[src/rtl/core/m4inv_pkg.sv]
// Shared constants, types and index helpers for the 4x4 adjugate inverse block.
package m4inv_pkg;

   localparam int FRAC_BITS   = 16;
   localparam int ELEM_W      = 32;
   localparam int IDX_W       = 4;
   localparam int NUM_ELEM    = 16;
   localparam int COF_W       = 64;
   localparam int OPND_W      = ELEM_W + 1;
   localparam int PROD_W      = 2 * OPND_W;
   localparam int ACC_W       = 100;
   localparam int NUM_W       = COF_W + FRAC_BITS + 1;
   localparam int QUO_W       = 37;
   localparam int DCNT_W      = $clog2(NUM_W + 1);
   localparam int STEP_W      = 4;
   localparam int REQ_DATA_W  = 40;
   localparam int RSP_DATA_W  = 40;
   localparam int RSP_USER_W  = 2;
   localparam int LAST_COF_STEP = 11;
   localparam int FIRST_BIG_STEP = 6;
   localparam int LAST_DET_STEP = 7;
   localparam logic [IDX_W-1:0] SOLVE_IDX = 4'd15;
   localparam logic [IDX_W-1:0] LAST_IDX  = 4'd15;

   typedef logic [1:0] lane_type;
   typedef lane_type [2:0] trio_type;

   // back end status seen by the front end
   typedef struct packed {
      logic busy;
      logic pop;
   } bk_stat_type;

   typedef enum logic [10:0] {
      ST_IDLE    = 11'b000_0000_0001,
      ST_RDA     = 11'b000_0000_0010,
      ST_RDB     = 11'b000_0000_0100,
      ST_MUL     = 11'b000_0000_1000,
      ST_ACC     = 11'b000_0001_0000,
      ST_COF_RND = 11'b000_0010_0000,
      ST_DET_RND = 11'b000_0100_0000,
      ST_DIV_SET = 11'b000_1000_0000,
      ST_DIV_RUN = 11'b001_0000_0000,
      ST_DIV_FIN = 11'b010_0000_0000,
      ST_OUT     = 11'b100_0000_0000
   } bk_state_type;

   // the three lanes left once one row or column is struck out
   function automatic trio_type others(input lane_type drop);
      trio_type res;
      unique case (drop)
         2'd0:    begin res[0] = 2'd1; res[1] = 2'd2; res[2] = 2'd3; end
         2'd1:    begin res[0] = 2'd0; res[1] = 2'd2; res[2] = 2'd3; end
         2'd2:    begin res[0] = 2'd0; res[1] = 2'd1; res[2] = 2'd3; end
         default: begin res[0] = 2'd0; res[1] = 2'd1; res[2] = 2'd2; end
      endcase
      return res;
   endfunction

endpackage

[src/rtl/core/m4inv_front.sv]
// Front end: takes element requests, holds the element store, queues solve tokens.
module m4inv_front (
   input  logic                                  clock,
   input  logic                                  reset,
   input  logic                                  req_tvalid,
   output logic                                  req_tready,
   input  logic [m4inv_pkg::REQ_DATA_W-1:0]      req_tdata,
   input  logic [m4inv_pkg::IDX_W-1:0]           rd_addr,
   output logic signed [m4inv_pkg::ELEM_W-1:0]   rd_data,
   output logic                                  tok_valid,
   input  m4inv_pkg::bk_stat_type                bk_stat
);

   logic signed [m4inv_pkg::ELEM_W-1:0] elem_ff [m4inv_pkg::NUM_ELEM];
   logic                                token_ff, token_in;
   logic                                accept;
   logic [m4inv_pkg::IDX_W-1:0]         wr_idx;

   // hold off while a solve is queued or running: the store feeds it
   assign req_tready = !token_ff && !bk_stat.busy;
   assign accept     = req_tvalid && req_tready;
   assign wr_idx     = req_tdata[m4inv_pkg::IDX_W-1:0];
   assign rd_data    = elem_ff[rd_addr];
   assign tok_valid  = token_ff;

   always_comb begin
      token_in = token_ff;
      if (bk_stat.pop) begin
         token_in = 1'b0;
      end
      if (accept && wr_idx == m4inv_pkg::SOLVE_IDX) begin
         token_in = 1'b1;
      end
   end

   always_ff @(posedge clock) begin
      if (reset) begin
         token_ff <= 1'b0;
      end else begin
         token_ff <= token_in;
      end
   end

   always_ff @(posedge clock) begin
      if (accept) begin
         elem_ff[wr_idx] <= req_tdata[m4inv_pkg::IDX_W +: m4inv_pkg::ELEM_W];
      end
   end

endmodule

[config.mk]
export PLATFORM = sky130hd
export DESIGN_NAME = m4inv_front
export DESIGN_NICKNAME = d
export VERILOG_FILES = /design/src/rtl/core/m4inv_pkg.sv /design/src/rtl/core/m4inv_front.sv
export SDC_FILE = /design/constraint.sdc
export NUM_CORES = 1
export LEC_CHECK = 0
export ABC_CLOCK_PERIOD_IN_PS = 4030
export BUFFER_PORTS_ARGS = -buffer_cell sky130_fd_sc_hd__buf_2
export CAP_MARGIN = 20
export CORE_ASPECT_RATIO = 0.7
export CORE_UTILIZATION = 55
export DETAILED_ROUTE_END_ITERATION = 10
export MAX_ROUTING_LAYER = met4
export PLACE_DENSITY = 0.77
export SLEW_MARGIN = 20
export SYNTH_ARGS = -nofsm -noshare
export SYNTH_HDL_FRONTEND = slang
export SYNTH_SLANG_ARGS = --single-unit
[constraint.sdc]
create_clock -name clock -period 4.03 [get_ports clock]
set_input_delay 0.806 -clock clock [delete_from_list [all_inputs] [get_ports clock]]
set_output_delay 0.806 -clock clock [all_outputs]
set_load 0.01 [all_outputs]
==> run summary, run 1 <==
The count of cells in the finished layout, fillers not included, comes to 1,423. For the final hold violation count, the log shows 0. First-pass GRT wire length: 58,900 µm. Clock share of power: 0.385. In this run, placement finished with an instance count of 1,345. Global routing finished with a remaining overflow of 0. The height of the die is 159 µm. The library cells used most frequently in the layout, excluding fill and tap cells, are edfxtp_1, mux4_2, buf_2.

The tools report the total of hold buffers inserted after clock tree synthesis as 0. The largest fanout on the critical path was 27. Among all stages on the critical path, the largest delay is contributed by mux4_2.

Counting flops with a built-in enable in the synthesized netlist gives 512. The count of port buffers added during placement came out at 78. The overall power consumption was 10.5 mW; the share of post-route cells with drive strength above 1 was 0.328. The flow ran to the end, and the final reports show no timing, DRC or antenna violations. The part of the power in registers was 0.565.

At the pin with the least slew margin, the transition time is 0.703 ns. After floorplanning, the core was divided into 56 placement rows. The largest single stage delay on the critical path is 0.51 ns. Setup repair after global routing left no endpoint under its margin. The required time at the worst-slack endpoint was 3.22 ns. The library cell used most frequently in the layout, excluding fill and tap cells, is edfxtp_1. VDD sags by at most 0.471 mV. Overall fraction of global-route tracks in use: 0.241. The worst path in the final design needs a cycle of 3.39 ns, including I/O delays and setup.

The initial core utilization came out at 0.567. The multiplexer share of the synthesized area is 0.150. The post-route clock period utilization was 0.841; the DRC violations left was 0.

The clock tree synthesis step divided the H-tree into 2 levels. Post-synthesis compound-gate area fraction: 0.0252. The main combinational cell family by area after synthesis is multiplexers.

The tree is rooted in a clkbuf_16. The part of the power in combinational logic was 0.050. Adding up every negative setup slack in the final design gives 0 ns.

The weighted congestion at the end of routability-driven global placement was 0.726; the floorplan die area was 35,800 µm². After floorplanning, the core was sized to cover 34,000 µm². Cell internal power was estimated by the tool at 8.39 mW.

Traced cell by cell, the critical path runs through clkbuf_8 -> buf_4 -> mux4_2 -> a22oi_1 -> nand2_1 -> buf_2. Dividing the detail-routed wire length by the instance count gives 28.3 µm. Counting flops and latches in the post-synthesis netlist gives 513.

STA classifies the critical path endpoint as a primary output. Net switching share of the total power: 0.203. The startpoint type of the worst setup path is an input port. TritonCTS built the clock tree. The areal power density over the cells is 482 nW/µm², and the number of search-and-repair iterations in the first detailed-routing pass is 5.

The area growth from synthesis to layout was 13.5%. The logs give 9,169 for the number of global-route vias before repair and 20,200 µm for the final HPWL from detailed placement. Family with the most delay on the worst path: buffers and inverters. Leading register cell type out of synthesis: edfxtp_1. The final count of pins violating max slew came out at 0. The run gives 51 as the pin count of the biggest net entering global routing. The detailed router placed 8,963 vias in this run. For the number of warnings printed during yosys synthesis, the log shows 0. Once detail routing completed, the nets flagged for antenna violations numbered 0. The synthesized netlist occupies a cell area of 19,300 µm². For the proportion of synthesized chip area in sequential cells, the log shows 0.800. The fraction of registers with async set/reset was 0.

The clock arrives with 0.0174 ns of skew. By area the synthesized netlist is led by edfxtp_1, mux4_2, a22oi_1, nand2_1, buf_4. Synthesized-area fraction occupied by xor and xnor cells: 0. After the first detailed-routing iteration, the DRC count stood at 891.

The layout net count came out at 979. The adder-cell share of the synthesized area was 0; the number of setup buffers added after CTS was 0. The deepest clock path buffer count was 3; the via density per instance was 6.30.

The net count after synthesis was 865; the total of max-cap violations was 0. The clock reaches the later pin of the worst-skew pair after 0.56 ns. The number of clock buffers added by TritonCTS is 46. The class of the tightest hold or removal check is input port to flip-flop. The run gives 0 as the number of resized instances in the post-cts repair step. The gate count after technology mapping was 816. For the worst setup path, the data arrival time is 2.58 ns.

The top-area cell type share of the netlist area was 0.799. The buffer and inverter count on the worst path is 3. After clock tree synthesis, the clock-pin slew on the worst setup and hold paths is 0.06 ns. The reported net switching power was 2.14 mW.

For this design the static power due to leakage is 6.95 nW. Timing would allow up to 295 MHz. The average instance in the mapped netlist occupies 23.6 µm². The TritonCTS sink count came out at 513. Synthesis instantiated 19 different standard cells from the library. The simple-gate portion of the synthesized area works out to 0.0144.

The worst setup path is of the input port to primary output kind. Cell taking the most area after synthesis: edfxtp_1. The run gives 0.531 as the relative slew slack. Setup violations remaining at the end of the flow were counted as 0.

The total length of routed wires was 40,300 µm. For the initial antenna violation count, the log shows 3. The horizontal die dimension is 226 µm, and the number of ports placed on the die boundary is 83.
==> final cells by class <==
class	count	area [µm²]
Tap cell	464	581
Inverter	1	3.75
Multi-Input combinational cell	258	3770
Clock inverter	18	134
Antenna cell	4	10.0
Clock buffer	55	1210
Timing Repair Buffer	110	742
Fill cell	2183	12100
Sequential cell	513	15400
==> power groups by stage <==
stage / Sequential, mW / Clock [mW] / Combinational [mW]
3_3_place_gp: 6.06 / 0 / 0.520
5_1_grt: 5.95 / 4.29 / 0.568
3_5_place_dp: 6.06 / 0 / 0.532
4_1_cts: 5.95 / 4.11 / 0.535
6_report: 5.95 / 4.05 / 0.530
2_1_floorplan: 6.06 / 0 / 0.301
==> kinds of logic (layout without fill, tap and decap cells) <==
logic type,Yosys count,count (layout)
AO/OA/AOI/OAI,65,65
buffers and inverters,45,184
flip-flops,513,513
multiplexers,128,128
other,0,4
AND/OR/NAND/NOR,65,65
==> layer usage <==
metal	part of all wire	track usage	vias to the layer above
met5	0	-	-
met2	0.50	0.385	407
li1	-	-	3713
met1	0.41	0.332	4785
met3	0.073	0.0399	58
met4	0.017	0.0544	0
==> flip-flops by register name, summed over array words and instances (netlist names) <==
| signal | cells |
|---|---|
| tok_valid | 1 |
| elem_ff | 512 |
==> through the flow <==
step           hold WS [ns]  cell area [µm²]  utilization  worst slack [ns]
5_1_grt               0.410            21800        0.643             0.553
2_1_floorplan         0.524            19300            -             0.186
3_3_place_gp          0.495            20500        0.602             0.660
6_report              0.415            21800        0.643             0.641
4_1_cts               0.393            21800        0.642             0.629
3_5_place_dp          0.513            20500        0.602             0.637
==> Yosys cell counts (3+ instances only) <==
| cell type | number |
|---|---|
| a22oi_1 | 64 |
| buf_1 | 10 |
| buf_2 | 7 |
| buf_4 | 9 |
| clkbuf_1 | 18 |
| edfxtp_1 | 512 |
| mux4_2 | 128 |
| nand2_1 | 37 |
| nand2b_1 | 3 |
| nor2_1 | 14 |
| nor2b_1 | 3 |
| nor3_1 | 4 |
==> path summary, 6_finish.rpt <==
path | slack (ns) | endpoint | depth (start not counted) | startpoint
worst max register to register | 1.88 | elem_ff[9][14] | 4 | tok_valid
worst min-delay path | 0.41 | tok_valid | 2 | reset
worst min register to register | 0.52 | tok_valid | 2 | tok_valid
worst max-delay path | 0.64 | rd_data[19] | 6 | rd_addr[0]
Power figures use the tool's default switching activity.
==> run 2: changes to the inputs <==
ABC_CLOCK_PERIOD_IN_PS = 3300   (was 4030)
PLACE_DENSITY = 0.74   (was 0.77)
clock period = 3.3 ns   (was 4.03 ns; I/O delays follow)
==> run summary, run 2 (synthesis gave the netlist of run 1 again) <==
The flow ran to the end, and the final reports show no timing, DRC or antenna violations. The worst hold path terminates at tok_valid. Buffers placed on the I/O ports in this run total 78.

Relative slew slack: 0.555. The floorplan step defined a die boundary enclosing 35,800 µm². The tools report the vias after detailed routing as 8,857. The data arrival time at the worst-slack endpoint came out at 2.28 ns. For the number of buffers inserted during clock tree synthesis, the log shows 46. The startpoint type of the worst setup path is an input port. Clock period minus worst slack: 2.94 ns. In this run the most used layer during global routing was met2. Walking the worst path, the cells encountered are clkbuf_8 -> buf_12 -> mux4_2 -> a22oi_1 -> nand2_1 -> buf_2. The logs give 0.342 ns for the post-place setup slack and 1,344 for the number of placed cells counting well taps.

The clock root buffer master was clkbuf_16. Broken down by cell family, the worst path's largest delay share belongs to buffers and inverters. The worst hold path belongs to the class input port to flip-flop. The die is 159 µm tall. The tools report the initial core utilization as 0.567. For this design the static power due to leakage is 6.99 nW. Together, buffers and inverters on the worst path number 3.

Wires add up to 38,800 µm. Internal reg-to-reg setup slack: 1.39 ns. The areal power density over the cells came out at 585 nW/µm². For the worst-skew pair, the clock arrives at the later sink with an insertion delay of 0.56 ns.

For this run, the slowest stage of the critical path takes 0.53 ns. For the final routed database, the setup TNS stands at 0 ns. The run gives 1 as the initial antenna violation count. For this run, the top clock speed supported by timing is 340 MHz. STA classifies the critical path endpoint as a primary output.

Setup violations remaining at the end of the flow were counted as 0. For the post-detailed-route count of antenna-violating nets, the log shows 0. The worst setup path is of the input port to primary output kind. The final count of pins violating max slew is 0.

The overall fraction of global-route tracks in use was 0.231. Once the clock tree was built, the setup fixing pass inserted 0 buffers. The tools report the hold path startpoint as reset. The filler cells instantiated in the layout total 2,176. The average wire per cell in the routed design came out at 27.2 µm. For the total of max-cap violations, the log shows 0. In this run the critical register-to-register path is captured at elem_ff[9][14]. The longest clock path from root to sink contains 3 buffers. TritonCTS built the clock tree. The placed instances occupy a cell area of 20,700 µm². From left edge to right edge, the die measures 226 µm.

The worst hold path was traced through 2 stages. The most frequent standard cell in the layout excluding fill and tap cells was edfxtp_1. Setup repair after global routing left no endpoint under its margin.

The global routing met1 resource utilization was 0.333; the number of resized instances in the post-cts repair step was 0. The first global-routing pass estimated 56,500 µm of wire. Dividing the detail-routed via count by the number of cells gives 6.21.

For the DRC marker count from the first detailed-route iteration, the log shows 965. For this run, the detailed router's first-pass iteration total came to 5. The logs give 56 for the number of rows created at floorplan and 977 for the layout net count. The launching point of the worst reg2reg path is tok_valid. The post-route clock period utilization works out to 0.891. The clock transition at the register clock pins on the worst setup and hold paths after CTS works out to 0.06 ns. The area growth from synthesis to layout was 14.5%; the required time at the worst-slack endpoint was 2.64 ns. In this run the worst path has a maximum fanout of 28. The peak supply drop is 0.556 mV, and the TritonCTS sink count is 513. The final hold violation count is 0. The number of global-route vias before repair was 8,846. Counting buffers and inverters, the worst setup path is 6 cells deep. The top cell types in the final layout, fill and taps aside, are edfxtp_1, mux4_2, buf_2.

The share of post-route cells with drive strength above 1 was 0.322; the DRC violations left was 0. The register with the most flip-flops in the layout has 512 of them. Clock skew on the completed layout was measured at 0.0145 ns. The tightest hold path in the finished design has a slack of 0.259 ns. The core region is 34,000 µm². The H-tree level count was 2; the slack of the critical path was 0.361 ns. 83 I/O pins were placed.

The slowest stage of the critical path belongs to the cell mux4_2. The run gives 0.0397 as the met3 global-route usage. The pin count of the biggest net entering global routing came out at 69.

The worst reg-to-reg path cell count was 4; the actual transition at the worst max-transition pin was 0.668 ns. Detailed placement ended at an HPWL of 19,200 µm. After clock tree synthesis, the flow added hold-fix buffers numbering 0. Weighted congestion at the end of routability-driven global placement: 0.703.

Summed over all layers, the global routing overflow is 0. The count of cells in the finished layout, fillers not included, comes to 1,426. The met2 layer usage reported by global route is 0.351.

The tools report the post-route standard cell area excluding fillers as 22,000 µm². The register containing the most flip-flops in the final layout is elem_ff.
==> run 2: cell count changes in the layout (fill, tap and decap cells not counted), sizes merged <==
cell | before | now
diode | 4 | 2
clkbuf | 56 | 62
clkinvlp | 1 | 2
buf | 109 | 107
==> run 2: area by class of cell <==
cell class                 count  area, µm²  area share
antenna                        2       5.00    0.000227
clock buffer                  61       1230      0.0558
clock inverter                19        138     0.00625
inverter                       1       3.75    0.000170
multi-input combinational    258       3800       0.172
sequential                   513      15400       0.699
tap                          464        581      0.0263
timing repair buffer         108        890      0.0404
==> run 2: where the power goes <==
group          total (mW)  switching (mW)  internal [mW]
clock                4.99            2.23           2.76
sequential           7.26          0.0169           7.24
combinational       0.649           0.373          0.276
total                12.9            2.62           10.3
==> run 2: worst max-delay path by stage <==
stage               endpoint  slack, ns         start
2_1_floorplan  elem_ff[5][0]       0.40  req_tdata[2]
3_3_place_gp     rd_data[24]       0.35    rd_addr[0]
3_5_place_dp     rd_data[24]       0.34    rd_addr[0]
4_1_cts          rd_data[24]       0.34    rd_addr[0]
5_1_grt          rd_data[24]       0.26    rd_addr[0]
6_report         rd_data[19]       0.36    rd_addr[0]
==> run 2: layer usage <==
| layer | wire (µm) | vias up |
|---|---|---|
| met2 | 18300 | 374 |
| met3 | 3030 | 60 |
| met4 | 760 | 0 |
| met1 | 16700 | 4699 |
| li1 | - | 3724 |
| met5 | 0 | - |
==> run 2: metrics by stage <==
stage	power [mW]	utilization
final	12.9	0.648
after global routing	13.3	0.648
after CTS	13.0	0.648
after detailed placement	8.05	0.608
after global placement	8.04	0.608
after floorplan	7.77	-
==> run 2: worst register-to-register path: stages, from the launching register on <==
cell     delay (ns)
dfxtp_1        0.35
nor2b_1        0.21
nand2_1        0.28
nor2_4         0.14
buf_4          0.53
==> run 3: changes to the inputs <==
PLACE_DENSITY = 0.81   (was 0.74)
==> run summary, run 3 (synthesis gave the netlist of run 1 again) <==
The final count of pins violating max slew was 0. Walking the worst path, the cells encountered are clkbuf_8 -> buf_12 -> mux4_2 -> a22oi_1 -> nand2_1 -> buf_2. The buffer and inverter count on the worst path was 3. The logs give 1.39 ns for the internal reg-to-reg setup slack and 0 for the initial antenna violation count. Summing over every cut layer, the via total after detailed routing is 9,083. The tree built by TritonCTS fans out to 513 sinks. The most critical setup path has its endpoint at rd_data[3]. The die is 159 µm tall. The logs give 34,000 µm² for the core area and 6 for the number of search-and-repair iterations in the first detailed-routing pass. The number of buffers inserted during clock tree synthesis was 44; the final worst clock skew was 0.0211 ns.

The H-tree generated during clock tree synthesis spans 2 levels. For this run, the slowest stage of the critical path takes 0.52 ns. The worst-case IR drop observed on VDD is 0.497 mV. The path type of the worst setup path is input port to primary output. The run gives 69 as the pin count of the biggest net entering global routing.

The critical path depth is 6. The class of the tightest hold or removal check is input port to flip-flop. For this run, the post-layout net count is 977.

The DRC marker count from the first detailed-route iteration came out at 1,121. The leakage dissipation was 7.01 nW. Floorplan die area: 35,800 µm². In this run the critical register-to-register path is captured at elem_ff[15][17].

Post-CTS repair changed the size of 0 cells. Final hold violation count: 0. Among cell families on the critical path, the largest total delay comes from buffers and inverters.

The filler cells instantiated in the layout total 2,126. The congestion estimate from routability-driven global placement came to 0.723. The areal power density over the cells works out to 589 nW/µm².

The share of post-route cells with drive strength above 1 was 0.329; the DRC violations left was 0. The overall fraction of global-route tracks in use came out at 0.249. The overflow left after global routing was 0; the horizontal die dimension was 226 µm. Setup total negative slack on the finished layout was measured at 0 ns.

For the sequential cell area, the log shows 15,400 µm². The number of placed cells counting well taps is 1,346, and the number of global-route vias before repair is 9,465. At the worst endpoint, the arrival time is 2.33 ns. The area growth from synthesis to layout was 14.6%; the total of hold buffers inserted after clock tree synthesis was 0. Along the worst hold path, the cell count comes to 2. Largest fanout on the critical path: 23.

Input and output buffers added on the ports amount to 78. The initial core utilization was 0.567. Tracing the worst setup path back leads to its startpoint at rd_addr[0]. The final layout contains routed wiring with a total length of 41,500 µm. The combined area of the multi-input logic cells was 3800 µm². TritonCTS built the clock tree. The tools report the clock root buffer master as clkbuf_16.

The worst setup path is captured at a primary output. The longest clock path from root to sink contains 3 buffers. The run finished with clean final reports. The count of cells in the finished layout, fillers not included, comes to 1,428.

The first-pass GRT wire length came out at 60,600 µm. Leaving out fill and tap cells, the most frequent cell in the layout is edfxtp_1. The worst path in the final design needs a cycle of 2.99 ns, including I/O delays and setup. Relative slew slack: 0.511.

In the routed layout, each cell is associated on average with a via count of 6.36. Setup violations remaining at the end of the flow were counted as 0. In this run the remaining antenna-violating nets after routing total 0. Actual transition at the worst max-transition pin: 0.734 ns.

For the worst-skew pair, the clock arrives at the later sink with an insertion delay of 0.57 ns. The required time at the worst-slack endpoint was 2.64 ns; the total of max-cap violations was 0. 83 I/O pins were placed.

The post-route clock period utilization is 0.906. Leaving out fill and tap cells, the most frequent cells in the layout are edfxtp_1, mux4_2, buf_2. STA classifies the critical path startpoint as an input port.

The maximum achievable frequency is 334 MHz, and the average wire per cell in the routed design is 29.1 µm. The run gives 20,600 µm as the final HPWL from detailed placement. The clock transition at the register clock pins on the worst setup and hold paths after CTS was 0.06 ns. The flip-flop count of the largest register, all copies and words added came out at 512. The tools report the number of rows created at floorplan as 56. The slowest stage of the critical path belongs to the cell mux4_2. Counting cells, the worst reg-to-reg path comes to 4. Setup repair after global routing left no endpoint under its margin.

The launching point of the worst reg2reg path was tok_valid. The number of setup buffers added after CTS is 0. The register containing the most flip-flops in the final layout was elem_ff.
[run 3: cell types whose count changed in the layout (fill, tap and decap cells not counted), moves of 2 or more]
cell	delta
clkinv_1	-6
clkinv_2	+5
buf_4	+3
bufinv_16	+2
clkbuf_16	-2
[run 3: layout make-up]
class	count	share of cell area
Multi-Input combinational cell	258	0.172
Timing Repair Buffer	110	0.0404
Sequential cell	513	0.698
Antenna cell	1	0.000113
Clock inverter	21	0.00947
Clock buffer	60	0.0536
Inverter	1	0.000170
Tap cell	464	0.0263
[run 3: power breakdown]
| group | leakage, nW | switching [mW] | internal [mW] |
|---|---|---|---|
| combinational | 1.72 | 0.387 | 0.279 |
| clock | 0.673 | 2.24 | 2.83 |
| sequential | 4.62 | 0.0195 | 7.24 |
[run 3: worst min-delay path by stage]
stage | endpoint | slack, ns | from
final | tok_valid | 0.26 | reset
after global routing | tok_valid | 0.25 | reset
after CTS | tok_valid | 0.24 | reset
after detailed placement | tok_valid | 0.52 | tok_valid
after global placement | tok_valid | 0.50 | tok_valid
after floorplan | tok_valid | 0.52 | tok_valid
[run 3: through the flow]
stage | setup WS, ns | hold WS [ns] | utilization | area (µm²) | power (mW)
after floorplan | 0.403 | 0.524 | - | 19300 | 7.77
after global placement | 0.281 | 0.497 | 0.608 | 20700 | 8.04
after detailed placement | 0.267 | 0.518 | 0.608 | 20700 | 8.07
after CTS | 0.259 | 0.245 | 0.649 | 22100 | 13.1
after global routing | 0.196 | 0.248 | 0.649 | 22100 | 13.3
final | 0.309 | 0.260 | 0.649 | 22100 | 13.0
[run 3: metal layers]
metal  routed length [µm]  GRT usage  vias up
li1                     -          -     3728
met1                16100      0.334     4769
met2                20700      0.400      511
met3                 3740     0.0454       75
met4                  943     0.0693        0
met5                    0          -        -
